<file path="src/sv/scf_ram.sv">
// ----------------------------------------------------------------------------
// scf_ram
// Generic simple dual port RAM, one write and one registered read port.
// ----------------------------------------------------------------------------
module scf_ram #(
   parameter int WIDTH = 8,
   parameter int DEPTH = 16
) (
   input  logic                     clock,
   input  logic                     wr_en,
   input  logic [$clog2(DEPTH)-1:0] wr_addr,
   input  logic [WIDTH-1:0]         wr_data,
   input  logic                     rd_en,
   input  logic [$clog2(DEPTH)-1:0] rd_addr,
   output logic [WIDTH-1:0]         rd_data
);

   logic [WIDTH-1:0] mem [DEPTH];
   logic [WIDTH-1:0] rd_data_ff;

   always_ff @(posedge clock) begin
      if (wr_en) begin
         mem[wr_addr] <= wr_data;
      end
      if (rd_en) begin
         rd_data_ff <= mem[rd_addr];
      end
   end

   assign rd_data = rd_data_ff;

endmodule

</file>
<file path="config.mk">
export PLATFORM = sky130hd
export DESIGN_NAME = scf_ram
export DESIGN_NICKNAME = d
export VERILOG_FILES = /design/src/sv/scf_ram.sv
export SDC_FILE = /design/constraint.sdc
export NUM_CORES = 1
export LEC_CHECK = 0
export BUFFER_PORTS_ARGS = -buffer_cell sky130_fd_sc_hd__buf_2
export CORE_MARGIN = 4
export CORE_UTILIZATION = 25
export DETAILED_ROUTE_END_ITERATION = 8
export PLACE_DENSITY = 0.47
export SKIP_CTS_REPAIR_TIMING = 1
export SLEW_MARGIN = 20
export SYNTH_ARGS = -nofsm -noshare
export SYNTH_HDL_FRONTEND = slang
export SYNTH_SLANG_ARGS = --single-unit
</file>
<file path="constraint.sdc">
create_clock -name clock -period 1.9 [get_ports clock]
set_input_delay 0.19 -clock clock [delete_from_list [all_inputs] [get_ports clock]]
set_output_delay 0.19 -clock clock [all_outputs]
set_load 0.02 [all_outputs]
</file>
# Yosys cells after proc, flatten, opt, wreduce, memory -nomap -nowiden
# Memory sizes are Yosys's and may differ from the RTL's. A register that Yosys moved wholly into a read port is not among the register bits.
# Cells that the tools add are included.
# Widths: inputs -> output; s select.
# op_classes
mul	0
addsub	0
n_bitwise	0
shifts	0
reduce_logical	0
magnitude_cmp	0
div_mod_pow	0
n_mux	2
n_eq_ne	0
# ops
operator	n
$mux 1	2
# totals
inputBits	19
latch_bits	0
ramBits	128
wordCells	3
out_inout_bits	8
memories	1
romBits	0
ff_bits	0
# memory_table
memory	words	word_bits	rd	rd_ports_with_merged_regs	write_ports	line	rtl
mem	16	8	1	1	1	18	logic [WIDTH-1:0] mem [DEPTH];

# Longest topological paths before layout
# logic_depth
ltp_word	2
depth_mapped	5
depth_no_buf	3

# Worst setup path before layout
# No wires, ideal clock.
# synth_path
path_kind	in2reg
from	input port wr_addr[2]
to	memory mem[0][0], enable pin
path_slack_ns	0.217
cell_stages	2
path_buffers	0
setup_time_ns	0.383
t_arrival_ns	1.300
cell_sequence	or3b_2 -> nor3_1
# synth_rtl
element	line	rtl
start, declared	11	input logic [$clog2(DEPTH)-1:0] wr_addr,
end, declared	18	
# No word-level cell before the write port.

==> metrics.csv <==
metric,value,unit
largest net degree at the start of global routing,25,
DR pass1 iterations,4,
synthesized area,0.00523,mm2
vias in the first global route,2580,
max-slew violation count,0,
GRT Util Overall,10.2,%
Detailed Place HPWL,7420,um
diodes inserted,0,
DIE HEIGHT,153,um
"flops & latches, synth",136,
DR vias,2468,
Worst VDD drop,578,uV
pre-CTS WS,0.0497,ns
P&R area growth vs syn,22.8,%
CTS tree,yes,
Seq pwr share,47.6,%
Core Region,0.0204,mm2
Tmin final,1.59,ns
maximum fanout along the worst path,1,
clock power share,47.7,%
RSZ-0062 raised after global routing,false,
TritonCTS Buffers,17,
Cells after Synth,229,
sequential share of the synthesized area,78.1,%
I/O pins,27,
first-pass GRT wire length,17000,um
Crit path required time,2.05,ns
"leading cell type in the layout, fill and taps excluded",edfxtp_1,
Final setup viols,0,
syn_nets,248,
crit path DAT,1.74,ns
Peak Freq,628,MHz
drt wl/cell,19.7,um
Fin. Hold Viols,0,
Post-synth EDFFs,136,
Clock Sinks,136,
"Clk pin slew, worst setup/hold paths",0.06,ns
H-tree depth,4,
distinct cell type count after synthesis,18,
num rows,52,
Clock Latency Late Sink,0.41,ns
PD cells,1110,mW/mm2
crit-path max cell delay,0.52,ns
switching share of power,18.6,%
fill cell total of the finished layout,1978,
Rel. slew slack,66.5,%
crit-path leading delay family,multiplexers,
Net Sw Power,1330,uW
Util after Layout,31.4,%
gpl congestion,0.679,
Via density,4.32,
# nets final,307,
dpl cells,539,
synth warn,0,
Main synth FF type,edfxtp_1,
post-route insts no fill,571,
internal power,5820,uW
CTS root buf,clkbuf_16,
clock buffer depth,2,
Comb pwr share,4.7,%
PortBufs,26,
total grt overflow,0,
most frequent cells in the layout,"136 x edfxtp_1, 26 x buf_2, 23 x buf_4, 18 x mux4_2, 17 x clkbuf_16",
CP bufs+invs,0,
initial antenna violation count,0,
Die X,153,um
DRT iter0 DRCs,237,
initial core utilization,25.6,%
final worst slack,0.309,ns
DRT Wirelength,11200,um
Avg Inst Size Synth,22.8,um2
CP Class,reg2reg,
share of cells above drive strength 1,31.2,%
critical path capture point type,register,
Die ar.,0.0233,mm2
max_cap viols,0,
status,finished clean,
type of the most critical hold path,in2reg,
Worst Tran Pin Value,0.498,ns
setup tns final,0,ns
CP Cell Sequence,"mux4_1, a22oi_1, nand2_1",
DRC,0,
clock skew,0.00361,ns
"FFs w/ async S/R, synth",0,%
fin crit share,83.8,%
CP startpoint kind,register,
post-route ant nets,0,
leakage,0.00214,uW
crit path max-delay cell type,mux4_1,
[through the flow]
stage	hold slack [ns]	instance area (um2)	total power [uW]
after global placement	0.588	5800	3800
after CTS	0.151	6420	7240
after floorplan	0.289	5230	3650
final	0.175	6420	7150
after detailed placement	0.597	5800	3810
after global routing	0.162	6420	7440
[flip-flops by register name, indices dropped and copies added (netlist names)]
register / flops
rd_data: 8
mem: 128
[cells in the mapped netlist, types with 2 or more instances]
cell type        number  area, um2
a22oi_1              16        120
buf_2                 3       15.0
buf_6                 3       33.8
clkdlybuf4s25_2       3       30.0
edfxtp_1            136       4080
mux4_1               14        368
mux4_2               18        405
nand2_1               9       33.8
nand2b_1              2       12.5
nand3b_1              2       15.0
nor2_1               13       48.8
nor3_1                4       20.0
[metal layers]
layer	global-route usage [%]	part of all wire [%]
met1	14.5	48
met2	14.4	46
met3	3.41	4.7
met4	3.69	0.83
met5	0	0
[final cells by class]
cell class                 instances  area, um2  area share (%)
sequential                       136       4080            63.6
tap                              270        338            5.26
clock buffer                      20        437            6.80
multi-input combinational         83       1060            16.5
timing repair buffer              50        323            5.03
clock inverter                    12        180            2.81
[worst paths after layout]
path / start / to / slack, ns / cells after the start
setup / recovery: mem[1][2] / rd_data[2] / 0.31 / 3
hold / removal: wr_data[1] / mem[13][1] / 0.17 / 1
setup reg to reg: mem[1][2] / rd_data[2] / 0.31 / 3
hold reg to reg: mem[15][2] / rd_data[2] / 0.75 / 3
[power groups by stage]
stage,Clock [uW],Combinational [uW],Sequential [uW]
3_3_place_gp,0,339,3460
5_1_grt,3660,370,3410
3_5_place_dp,0,345,3460
6_report,3410,338,3400
4_1_cts,3500,345,3400
2_1_floorplan,0,171,3470
[cell families (layout without fill, tap and decap cells)]
logic type	Yosys count	count (layout)	synth area share, %
flip-flops	136	136	78.1
AND/OR/NAND/NOR	35	35	3.14
multiplexers	32	32	14.8
AO/OA/AOI/OAI	16	16	2.30
buffers and inverters	10	82	1.65
(Power assumes the default switching activity.)
