File: src/sv/scf_pkg.sv
// ----------------------------------------------------------------------------
// scf_pkg
// Shared constants, types and tap helpers of the separable convolution filter.
// ----------------------------------------------------------------------------
package scf_pkg;

   localparam int DEF_MAX_WIDTH = 1024;
   localparam int DEF_MAX_TAPS  = 7;

   localparam int PIX_W    = 8;
   localparam int TAP_W    = 16;
   localparam int INTER_W  = 20;
   localparam int OUT_W    = 16;
   localparam int HACC_W   = 28;
   localparam int VACC_W   = 40;
   localparam int ROW_W    = 13;
   localparam int HALF_W   = 2;
   localparam int TIDX_W   = 3;

   localparam int CSR_IDX_W  = 3;
   localparam int CSR_DATA_W = 64;

   localparam logic [CSR_IDX_W-1:0] REG_IMAGE_WIDTH  = 3'd0;
   localparam logic [CSR_IDX_W-1:0] REG_IMAGE_HEIGHT = 3'd1;
   localparam logic [CSR_IDX_W-1:0] REG_KERNEL_HALF  = 3'd2;
   localparam logic [CSR_IDX_W-1:0] REG_PASS_MODE    = 3'd3;
   localparam logic [CSR_IDX_W-1:0] REG_TAPS_LOW     = 3'd4;
   localparam logic [CSR_IDX_W-1:0] REG_TAPS_HIGH    = 3'd5;

   localparam logic [1:0] MODE_BOTH  = 2'd0;
   localparam logic [1:0] MODE_HORIZ = 2'd1;
   localparam logic [1:0] MODE_VERT  = 2'd2;

   localparam logic [10:0] RST_IMAGE_WIDTH  = 11'd512;
   localparam logic [11:0] RST_IMAGE_HEIGHT = 12'd512;
   localparam logic [1:0]  RST_KERNEL_HALF  = 2'd1;

   localparam logic signed [TAP_W-1:0] IDENT_TAP = 16'sh4000;

   typedef struct packed {
      logic last_col;
      logic last_row;
      logic in_image;
      logic do_calc;
      logic do_emit;
   } scan_flags_type;

   function automatic logic signed [TAP_W-1:0] tap_of(
      input logic [63:0] lo,
      input logic [47:0] hi,
      input logic [TIDX_W-1:0] t
   );
      logic signed [TAP_W-1:0] v;
      case (t)
         3'd0: v = lo[15:0];
         3'd1: v = lo[31:16];
         3'd2: v = lo[47:32];
         3'd3: v = lo[63:48];
         3'd4: v = hi[15:0];
         3'd5: v = hi[31:16];
         3'd6: v = hi[47:32];
         default: v = '0;
      endcase
      return v;
   endfunction

   // effective coefficient of one pass: programmed taps or identity
   function automatic logic signed [TAP_W-1:0] coef(
      input logic use_pass,
      input logic [63:0] lo,
      input logic [47:0] hi,
      input logic [TIDX_W-1:0] t,
      input logic [HALF_W-1:0] h
   );
      logic signed [TAP_W-1:0] v;
      if (use_pass) begin
         v = (t <= {h, 1'b0}) ? tap_of(lo, hi, t) : '0;
      end else begin
         v = (t == {1'b0, h}) ? IDENT_TAP : '0;
      end
      return v;
   endfunction

endpackage

File: src/sv/scf_scan.sv
// ----------------------------------------------------------------------------
// scf_scan
// Raster position counters: column, row and line store slot of each item.
// ----------------------------------------------------------------------------
module scf_scan
   import scf_pkg::*;
#(
   parameter int MAX_WIDTH = DEF_MAX_WIDTH,
   parameter int MAX_TAPS  = DEF_MAX_TAPS
) (
   input  logic                                    clock,
   input  logic                                    reset,
   input  logic                                    advance,
   input  logic [$clog2(MAX_WIDTH+(MAX_TAPS-1)/2)-1:0] width_eff,
   input  logic [11:0]                             height_eff,
   input  logic [HALF_W-1:0]                       half_eff,
   output logic [$clog2(MAX_WIDTH+(MAX_TAPS-1)/2)-1:0] col,
   output logic [ROW_W-1:0]                        row,
   output logic [$clog2(MAX_TAPS-1)-1:0]           slot,
   output scan_flags_type                          flags
);

   localparam int MAX_HALF = (MAX_TAPS - 1) / 2;
   localparam int CW       = $clog2(MAX_WIDTH + MAX_HALF);
   localparam int SLOTS    = MAX_TAPS - 1;
   localparam int SW       = $clog2(SLOTS);

   logic [CW-1:0]    col_ff, col_in;
   logic [ROW_W-1:0] row_ff, row_in;
   logic [SW-1:0]    slot_ff, slot_in;
   logic [CW-1:0]    end_col;
   logic [ROW_W-1:0] end_row;

   assign end_col = width_eff + CW'(half_eff) - CW'(1);
   assign end_row = ROW_W'(height_eff) + ROW_W'(half_eff) - ROW_W'(1);

   always_comb begin
      flags.last_col = col_ff >= end_col;
      flags.last_row = row_ff >= end_row;
      flags.in_image = (col_ff < width_eff) && (row_ff < ROW_W'(height_eff));
      flags.do_calc  = col_ff >= CW'(half_eff);
      flags.do_emit  = row_ff >= ROW_W'(half_eff);
   end

   always_comb begin
      col_in  = col_ff;
      row_in  = row_ff;
      slot_in = slot_ff;
      if (advance) begin
         if (flags.last_col) begin
            col_in = '0;
            if (flags.last_row) begin
               row_in  = '0;
               slot_in = '0;
            end else begin
               row_in  = row_ff + ROW_W'(1);
               slot_in = (slot_ff == SW'(SLOTS - 1)) ? '0 : slot_ff + SW'(1);
            end
         end else begin
            col_in = col_ff + CW'(1);
         end
      end
   end

   always_ff @(posedge clock) begin
      if (reset) begin
         col_ff  <= '0;
         row_ff  <= '0;
         slot_ff <= '0;
      end else begin
         col_ff  <= col_in;
         row_ff  <= row_in;
         slot_ff <= slot_in;
      end
   end

   assign col  = col_ff;
   assign row  = row_ff;
   assign slot = slot_ff;

endmodule

File: config.mk
export PLATFORM = sky130hd
export DESIGN_NAME = scf_scan
export DESIGN_NICKNAME = d
export VERILOG_FILES = /design/src/sv/scf_pkg.sv /design/src/sv/scf_scan.sv
export SDC_FILE = /design/constraint.sdc
export NUM_CORES = 1
export LEC_CHECK = 0
export ABC_AREA = 1
export BUFFER_PORTS_ARGS = -buffer_cell sky130_fd_sc_hd__buf_2
export CAP_MARGIN = 40
export CORE_UTILIZATION = 55
export DETAILED_ROUTE_END_ITERATION = 10
export PLACE_DENSITY = 0.81
export SLEW_MARGIN = 10
export SYNTH_ARGS = -nofsm -noshare
export SYNTH_HDL_FRONTEND = slang
export SYNTH_SLANG_ARGS = --single-unit
File: constraint.sdc
create_clock -name clock -period 5.26 [get_ports clock]
set_input_delay 0.526 -clock clock [delete_from_list [all_inputs] [get_ports clock]]
set_output_delay 0.526 -clock clock [all_outputs]
set_load 0.01 [all_outputs]
Word level (Yosys, flattened, before mapping)
Cells that the tools add are included.

word-level totals
  register bits after elaboration = 27
  bits of input ports = 28
  output and inout bits = 32
  word-level logic and storage cells = 23

operators by class
  add/sub/neg operators = 7
  order comparisons = 6
  eq/ne operators = 1
  muxes and demuxes = 4
  reductions and logical operators = 2

operators with widths
  operator                 count
  $add A12 B2 Y13          1
  $add A13 B1 Y13 const B  1
  $ge A13 B13 Y1           1
  $ge A13 B2 Y1            1
  $lt A13 B12 Y1           1
  $mux W13                 1
  $sub A13 B1 Y13 const B  1
  $add A11 B1 Y11 const B  1
  $add A11 B2 Y11          1
  $ge A11 B11 Y1           1
  $ge A11 B2 Y1            1
  $lt A11 B11 Y1           1
  $mux W11                 1
  $sub A11 B1 Y11 const B  1
  $mux W3                  2
  $add A3 B1 Y3 const B    1
  $eq A3 B3 Y1 const B     1
  $reduce_and A2 Y1        1
  $logic_and A1 B1 Y1      1

Logic depth before layout (Yosys ltp)
  depth after elaboration = 4
  mapped depth = 22
  depth with buffers taken out = 22

Worst setup path after synthesis
No wires, ideal clock.

  path type = input to output
  start = in half_eff[1]
  end = out flags[3] in the netlist's numbering
  arrival time = 2.843 ns
  data required time = 4.734 ns
  setup slack = 1.891 ns
  stages on the path = 17
  path buffers = 1
  path through = inv_1 ha_1 inv_1 ha_1 inv_1 fa_1 inv_1 a21oi_1 o211ai_1 nand2_1 ha_1 nand2_1 nor2_1 and2_1 nand2_1 nand3_1 buf_4

RTL lines
  what             RTL line        source
  start, declared  scf_scan.sv:16  input logic [HALF_W-1:0] half_eff,
  end, declared    scf_scan.sv:20  output scan_flags_type flags

==> flow_metrics.tcl <==
set metrics [dict create \
    port-buffer-count 59 \
    clockBufferDepth 2 \
    hp-class "flop to flop" \
    post_cts_buffers 0 \
    syn_nets 658 \
    cts_resized 0 \
    place_congestion 0.907 \
    synth_seq_cells 27 \
    yosysMostFrequentCell "nand2_1" \
    crit_path_end_kind "output pin" \
    period_share 0.733 \
    p_int_uw 347 \
    setup_viol 0 \
    fin_skew_ps 4.72 \
    vias 3737 \
    rsz0062_at_grt "no" \
    synth.area.top_cells "ha_1 (26%), dfxtp_1 (15%), nand2_1 (12%)" \
    status "complete, no violations" \
    first_global_vias 3556 \
    num_rows 29 \
    wirelength_um 8780 \
    start_util 0.575 \
    synth_enable_flop_cells 0 \
    postRouteAntennaNets 0 \
    irDropWorstVdd_mv 0.155 \
    synthFlopType "dfxtp_1" \
    worstPathArrival_ps 3330 \
    via_per_inst 5.42 \
    power_leakage_uw 0.00234 \
    cts_root_buf "clkbuf_8" \
    syn_to_final_growth_pct 11.5 \
    clk_latency_ps 280 \
    antenna_cells 0 \
    power_switching_uw 206 \
    place_area_mm2 0.00405 \
    cts_buffers 3 \
    cp.required_ps 4730 \
    wl_per_cell_um 12.7 \
    critPathMaxFanout 14 \
    clk_pin_slew_worst_paths_ps 100 \
    drt_first_iter_violations 119 \
    gr-total-overflow 0 \
    cts_tree "yes" \
    crit_type "input pin to output pin" \
    holdBufCountCts 0 \
    syn_inst 553 \
    top_layer "met4" \
    grt_pass1_wl_um 15300 \
    async_reset_ff_frac 0 \
    met3_length_um 452 \
    synth_top_cell_by_area "ha_1" \
    synth_warnings 0 \
    synth_area_mm2 0.00367 \
    drive_gt1_frac 0.131 \
    hold_viol_final 0 \
    place_hpwl_um 7150 \
    grt_max_degree 18 \
    drt-met1-wl_um 3840 \
    setup_slack_ps 1410 \
    pwr-share-clk 0.225 \
    finalNetCount 719 \
    clkSinkCount 27 \
    fin_area_mm2 0.00409 \
    power.density_mw_per_mm2 135 \
    fp.dieArea_mm2 0.00701 \
    finalSetupTns_ps 0 \
    avgSynthCellArea_um2 6.64 \
    dr_wl_met2_um 4310 \
    drc 0 \
    tightest_slew_ps 505 \
    drtPass1Iterations 5 \
    yosysSeqAreaShare 0.147 \
    seq_power_share 0.378 \
    core_area_mm2 0.00639 \
    startpoint_type "input pin" \
    synth_commonest_cells "nand2_1 (117), inv_1 (97), ha_1 (75)" \
    pwr-share-comb 0.397 \
    synth_top_cell_area_share 0.256 \
    p_sw_frac 0.372 \
    ios 60 \
    drv_slew 0 \
    slew_headroom 0.663 \
    antenna_found_initial 0 \
    maxCapViolCount 0 \
    chipHeight_um 83.7 \
    ys_types 35 \
    place_ws_ps 1410 \
    grt_util_all_layers 0.260 \
    min_period_ps 3850 \
    die_x_um 83.7 \
    htreeDepth 1 \
    fmaxAchievable_mhz 260 \
]
## cell type report
type / count / area, µm²
inverters: 98 / 368
clock inverters: 1 / 7.51
repair buffers: 60 / 303
flip-flops and latches: 27 / 541
clock buffers: 3 / 41.3
well taps: 77 / 96.3
fillers: 618 / 2290
multi-input cells: 424 / 2740
## cells in the final DEF, fill, tap and decap left out, drive strengths merged
| cell type | instances |
|---|---|
| nor3 | 12 |
| ha | 75 |
| o211ai | 4 |
| o221ai | 1 |
| clkinvlp | 1 |
| nand3 | 27 |
| a211oi | 2 |
| o21bai | 2 |
| o21ai | 27 |
| nor2 | 58 |
| and2 | 2 |
| buf | 60 |
| nand2 | 119 |
| xor2 | 19 |
| xnor2 | 5 |
| clkbuf | 3 |
| or2 | 1 |
| dfxtp | 27 |
| nor3b | 1 |
| a21oi | 35 |
| a21o | 6 |
| nand3b | 2 |
| nor4 | 6 |
| fa | 2 |
| a31oi | 1 |
| nand4 | 16 |
| inv | 98 |
| o31ai | 1 |
## per-layer routing
| layer | vias up | GRT usage |
|---|---|---|
| met5 | - | 0 |
| met4 | 0 | 0.0847 |
| met3 | 20 | 0.0376 |
| met2 | 107 | 0.476 |
| met1 | 1656 | 0.309 |
| li1 | 1954 | - |
## critical path, stage by stage
cell and delay, ps:
buf_2 90, inv_1 120, ha_1 250, inv_1 50, ha_1 190, inv_1 80
fa_1 390, inv_1 110, a21oi_1 110, o211ai_1 170, nand2_1 80, ha_1 270
nand2_1 50, nor2_1 150, and2_1 150, nand2_1 90, nand3_1 90, buf_4 190
buf_2 150
## worst paths after layout
check                   to   startpoint  slack (ps)  depth (start not counted)
hold reg to reg    slot[2]      slot[2]         510                          2
setup / recovery  flags[3]  half_eff[1]        1410                         19
hold / removal     slot[2]      slot[2]         510                          2
setup reg to reg    row[2]       col[0]        3210                         11
## through the flow
step | cells | hold slack [ps] | power (µW) | util
3_3_place_gp | 686 | 500 | 422 | 0.633
5_1_grt | 690 | 572 | 601 | 0.641
6_report | 690 | 514 | 553 | 0.641
4_1_cts | 690 | 514 | 557 | 0.641
3_5_place_dp | 686 | 496 | 432 | 0.633
2_1_floorplan | 553 | 518 | 376 | -
## power by group through the flow
stage / Combinational (µW) / Sequential, µW / Clock, µW
2_1_floorplan: 162 / 214 / 0
5_1_grt: 254 / 210 / 138
3_5_place_dp: 218 / 214 / 0
3_3_place_gp: 208 / 214 / 0
4_1_cts: 219 / 209 / 128
6_report: 219 / 209 / 124
## state kept, by name, summed over array words and instances (netlist names)
signal  cells
slot        3
col        11
row        13
## logic make-up after synthesis
family | after synthesis | synth area share
and+or+nand+nor | 244 | 0.303
adders and majority gates | 77 | 0.266
AOI/OAI and AO/OA | 79 | 0.119
DFF | 27 | 0.147
xor gates and xnor gates | 24 | 0.0572
buffers and inverters | 102 | 0.107
Power figures use the tool's default switching activity.
